## src/design/usm_pkg.sv

```systemverilog
// Shared types, constants and helper functions of the unsharp-mask sharpener.
package usm_pkg;

    localparam int DEF_MAX_WIDTH  = 2048;
    localparam int DEF_MAX_KERNEL = 9;
    localparam int MAX_HEIGHT     = 4096;
    localparam int Q_DEPTH        = 2;

    // Field widths sized for the full parameter range.
    localparam int COL_W  = 13;
    localparam int WID_W  = 14;
    localparam int HGT_W  = 13;
    localparam int ROW_W  = 12;
    localparam int SLOT_W = 4;
    localparam int RAD_W  = 3;
    localparam int CFG_W  = 13;
    localparam int PIX_W  = 8;
    localparam int GAIN_W = 12;

    typedef enum logic {
        OP_PIXEL = 1'b0,
        OP_DRAIN = 1'b1
    } op_t;

    typedef enum logic [1:0] {
        CFG_BOX_SIDE     = 2'd0,
        CFG_SHARPEN_GAIN = 2'd1,
        CFG_FRAME_WIDTH  = 2'd2,
        CFG_FRAME_HEIGHT = 2'd3
    } cfg_index_t;

    typedef struct packed {
        logic             operation;
        logic [PIX_W-1:0] pixel_in;
    } item_t;

    typedef struct packed {
        logic [PIX_W-1:0] pixel_out;
        logic             line_end;
        logic             frame_end;
    } result_t;

    typedef struct packed {
        logic [3:0]        box_side;
        logic [GAIN_W-1:0] sharpen_gain;
        logic [11:0]       frame_width;
        logic [12:0]       frame_height;
    } cfg_t;

    // One unit of work for the back end: an optional line store write
    // followed by an optional output computation.
    typedef struct packed {
        logic              wr;
        logic [SLOT_W-1:0] wslot;
        logic [COL_W-1:0]  wcol;
        logic [PIX_W-1:0]  pix;
        logic              emit;
        logic [COL_W-1:0]  ox;
        logic [ROW_W-1:0]  oy;
        logic [SLOT_W-1:0] oslot;
        logic [WID_W-1:0]  w;
        logic [HGT_W-1:0]  h;
        logic [RAD_W-1:0]  r;
        logic              line_end;
        logic              frame_end;
    } job_t;

    // Position on a mirrored axis and the direction it moves as the
    // unmirrored index grows.
    typedef struct packed {
        logic [WID_W-1:0] p;
        logic             up;
    } bounce_t;

    typedef enum logic [2:0] {
        B_IDLE,
        B_SEEK,
        B_SCAN,
        B_CENTER,
        B_LOAD,
        B_DIV,
        B_OUT
    } back_state_t;

    function automatic bounce_t bounce_up(input bounce_t b, input logic [WID_W-1:0] len);
        bounce_t n;
        n = b;
        if (len <= WID_W'(1)) begin
            n.p  = '0;
            n.up = 1'b1;
        end else if (b.up) begin
            if (b.p == len - WID_W'(1)) begin
                n.p  = len - WID_W'(2);
                n.up = 1'b0;
            end else begin
                n.p = b.p + WID_W'(1);
            end
        end else begin
            if (b.p == '0) begin
                n.p  = WID_W'(1);
                n.up = 1'b1;
            end else begin
                n.p = b.p - WID_W'(1);
            end
        end
        return n;
    endfunction

    function automatic bounce_t bounce_dn(input bounce_t b, input logic [WID_W-1:0] len);
        bounce_t n;
        n = b;
        if (len <= WID_W'(1)) begin
            n.p  = '0;
            n.up = 1'b1;
        end else if (b.up) begin
            if (b.p == '0) begin
                n.p  = WID_W'(1);
                n.up = 1'b0;
            end else begin
                n.p = b.p - WID_W'(1);
            end
        end else begin
            if (b.p == len - WID_W'(1)) begin
                n.p  = len - WID_W'(2);
                n.up = 1'b1;
            end else begin
                n.p = b.p + WID_W'(1);
            end
        end
        return n;
    endfunction

endpackage

```

## src/design/usm_queue.sv

```systemverilog
// Short job queue between the front end and the back end.
module usm_queue
    import usm_pkg::*;
#(
    parameter int DEPTH = Q_DEPTH
) (
    input  logic clk,
    input  logic rst_n,
    input  logic push,
    input  job_t push_data,
    output logic full,
    input  logic pop,
    output job_t pop_data,
    output logic empty
);

    localparam int PW   = (DEPTH > 1) ? $clog2(DEPTH) : 1;
    localparam int CNTW = $clog2(DEPTH + 1);

    job_t            mem_reg [DEPTH];
    logic [PW-1:0]   wr_ptr_reg, wr_ptr_next;
    logic [PW-1:0]   rd_ptr_reg, rd_ptr_next;
    logic [CNTW-1:0] count_reg, count_next;

    always_comb
    begin
        wr_ptr_next = wr_ptr_reg;
        rd_ptr_next = rd_ptr_reg;
        count_next  = count_reg;
        if (push)
        begin
            wr_ptr_next = (wr_ptr_reg == PW'(DEPTH - 1)) ? '0 : wr_ptr_reg + PW'(1);
        end
        if (pop)
        begin
            rd_ptr_next = (rd_ptr_reg == PW'(DEPTH - 1)) ? '0 : rd_ptr_reg + PW'(1);
        end
        if (push && !pop)
        begin
            count_next = count_reg + CNTW'(1);
        end else if (pop && !push)
        begin
            count_next = count_reg - CNTW'(1);
        end
    end

    always_ff @(posedge clk or negedge rst_n)
    begin
        if (!rst_n)
        begin
            wr_ptr_reg <= '0;
            rd_ptr_reg <= '0;
            count_reg  <= '0;
        end else
        begin
            wr_ptr_reg <= wr_ptr_next;
            rd_ptr_reg <= rd_ptr_next;
            count_reg  <= count_next;
        end
    end

    always_ff @(posedge clk)
    begin
        if (push)
        begin
            mem_reg[wr_ptr_reg] <= push_data;
        end
    end

    assign full     = (count_reg == CNTW'(DEPTH));
    assign empty    = (count_reg == '0);
    assign pop_data = mem_reg[rd_ptr_reg];

endmodule

```

## config.mk

```make
export PLATFORM = sky130hd
export DESIGN_NAME = usm_queue
export DESIGN_NICKNAME = d
export VERILOG_FILES = /design/src/design/usm_pkg.sv /design/src/design/usm_queue.sv
export SDC_FILE = /design/constraint.sdc
export NUM_CORES = 1
export LEC_CHECK = 0
export BUFFER_PORTS_ARGS = -buffer_cell sky130_fd_sc_hd__buf_2
export CAP_MARGIN = 20
export CORE_ASPECT_RATIO = 1.5
export CORE_UTILIZATION = 52
export CTS_CLUSTER_DIAMETER = 50
export DETAILED_ROUTE_END_ITERATION = 7
export PLACE_DENSITY_LB_ADDON = 0.3
export SYNTH_ARGS = -nofsm -noshare
export SYNTH_HDL_FRONTEND = slang
export SYNTH_SLANG_ARGS = --single-unit
```

## constraint.sdc

```tcl
create_clock -name clk -period 6.2 [get_ports clk]
set_clock_uncertainty 0.1 [all_clocks]
set_input_delay 0.62 -clock clk [delete_from_list [all_inputs] [get_ports clk]]
set_output_delay 0.62 -clock clk [all_outputs]
set_load 0.02 [all_outputs]
```

==> results.yml <==
status:
  status: "completed"
drt:
  drt-initial-drc-count: 135
  dr.pass1.iters: 4
  drtAntennaViolNets: 0
  remaining_drc_errors: 0
  viasPerCell: 5.075
  totalWireLength_um: 11280
  routedWlPerCell_um: 17.29
  num_vias: 3309
floorplanning:
  dieArea_mm2: 0.01310
  die_x_um: 93.77
  core-area_mm2: 0.01214
  start_util: 0.5411
  rows: 49
  die_y_um: 139.7
  top_level_ports: 182
logic_synthesis:
  synth_edf_count: 176
  synth_flop_cell: "edfxtp_1"
  syn_area_per_cell_um2: 22.65
  ys_seq_area_frac: 0.8198
  syn_area_mm2: 0.006569
  yosys_register_bits: 180
  syn_inst: 290
  async_flop_share: 0.02222
  yosysTopAreaCellShare: 0.8046
  yosys_warnings: 0
  syn_nets: 383
  synth_top_area_cell: "edfxtp_1"
  synthTopCellsByArea: "edfxtp_1 (80%), mux2_2 (13%), mux2_4 (2.3%)"
  synthDistinctLibCells: 13
  synth_commonest_cells: "edfxtp_1 (176), mux2_2 (78), mux2_4 (10), buf_2 (7)"
  yosysMostFrequentCell: "edfxtp_1"
global_route:
  grt_pass1_wl_um: 17350
  grt_usage: 0.1807
  grt_max_degree: 68
  grt_pass1_vias: 3591
  grt_antenna_before_repair: 4
  gr-total-overflow: 0
timing:
  post-route-min-period_ns: 3.185
  hold_viol: 0
  worst_slack_ns: 3.015
  fmax_mhz: 313.9
  period_share: 0.5138
  rsz0062_at_grt: "false"
  fin_tns_setup_ns: 0
  tightest_slew_ns: 0.9514
  whs_ns: 0.2964
  slew_violations: 0
  slew-limit-headroom: 0.3657
  setup_viol: 0
cts:
  ctsResizeCount: 0
  postCtsSetupBuffers: 0
  root_buffer: "clkbuf_16"
  cts_buffers: 17
  path_clk_slew_ns: 0.06
  cts_buffer_depth: 2
  insertion_delay_ns: 0.41
  htree_levels: 4
  cts_tree: "done"
  cts.sinks: 180
  cts_hold_buf: 1
hold_path:
  holdPathStages: 1
  hold_path.class: "in -> reg"
  hold_end: "mem_reg[0][64]"
  min-delay-start: "push_data[64]"
power_and_ir_drop:
  peakVddDrop_v: 0.0003066
  cellPowerDensity_mw_per_mm2: 479.4
  leakage_nw: 3.157
finish:
  largest_reg_flops: 176
  num-fill-cells: 845
  layout-drive-gt1-share: 0.6117
  utilization: 0.6790
  area_delta_synth_final_pct: 25.49
  nets: 578
worst_setup_path:
  critPathCaptureType: "output pin"
  cp_data_arrival_time_ns: 2.47
  critPathKind: "reg -> out"
  cp.required_ns: 5.48
  start_kind: "flip-flop"
  critPathMaxFanout: 67
  r2r-end: "mem_reg[1][83]"
  r2r-start: "wr_ptr_reg"
  r2r_cells: 2
  reg2reg_slack_ns: 4.10
place:
  gp_congestion: 0.7092
  portBuffers: 181
  dp_slack_ns: 3.421
  hpwlAfterDp_um: 7438
flow_run:
  drv_cap: 0
==> logic make-up after synthesis <==
kind of cell  Yosys count  synth area share
flops                 180            0.8198
fa+ha+maj               1          0.001904
mux                    88            0.1566
buf+inv                11           0.01105
simple gates            5          0.004001
xor+xnor                5          0.006666
==> power breakdown <==
part / switching, mW / internal, mW
Clock: 0.418 / 0.632
Combinational: 0.713 / 0.487
Sequential: 0.0834 / 1.62
Total: 1.21 / 2.74
==> layer usage <==
metal / GRT usage / share of wire / up-vias
met4: 0.07206 / 0.020 / 4
met2: 0.3296 / 0.56 / 109
li1: - / - / 1542
met3: 0.07322 / 0.072 / 19
met1: 0.1763 / 0.34 / 1635
met5: 0 / 0.0027 / -
==> per-stage QoR <==
stage	cell area (µm²)	cells	power, mW
after floorplan	6569	290	2.601
after global placement	7641	618	2.921
after detailed placement	7641	618	2.947
after CTS	8238	650	4.001
after global routing	8243	652	4.118
final	8243	652	3.951
==> layout by cell type, fill, tap and decap left out, drive strengths merged <==
| cell | instances |
|---|---|
| dlygate4sd3 | 1 |
| edfxtp | 176 |
| dfrtp | 4 |
| clkinvlp | 2 |
| clkbuf | 18 |
| xnor2 | 1 |
| nor2 | 2 |
| clkinv | 5 |
| bufinv | 3 |
| buf | 185 |
| and2 | 1 |
| inv | 4 |
| diode | 2 |
| mux2 | 88 |
| xor2 | 4 |
| nor2b | 2 |
| ha | 1 |
==> worst max-delay path: stages (launching register included) <==
cell and delay [ns]:
dfrtp_4 0.61, buf_4 0.78, mux2_2 0.43, buf_2 0.16
==> worst max path at each step <==
stage          startpoint            end  slack, ns  cells after the start
3_5_place_dp   rd_ptr_reg   pop_data[67]       3.42                      3
2_1_floorplan        push  mem_reg[0][0]       1.09                      1
4_1_cts        rd_ptr_reg   pop_data[67]       2.97                      3
3_3_place_gp   rd_ptr_reg   pop_data[67]       3.44                      3
5_1_grt        rd_ptr_reg   pop_data[67]       2.89                      3
6_report       rd_ptr_reg   pop_data[67]       3.01                      3
==> layout make-up <==
cell class | count | area (µm²) | share of cell area
clock buffers | 18 | 429.2 | 0.05206
inverters | 1 | 3.754 | 0.0004554
multi-input cells | 99 | 1121 | 0.1360
diodes | 2 | 5.005 | 0.0006072
well taps | 153 | 191.4 | 0.02322
repair buffers | 186 | 945.9 | 0.1148
clock inverters | 13 | 157.7 | 0.01913
flip-flops and latches | 180 | 5389 | 0.6538
(Power assumes the default switching activity.)
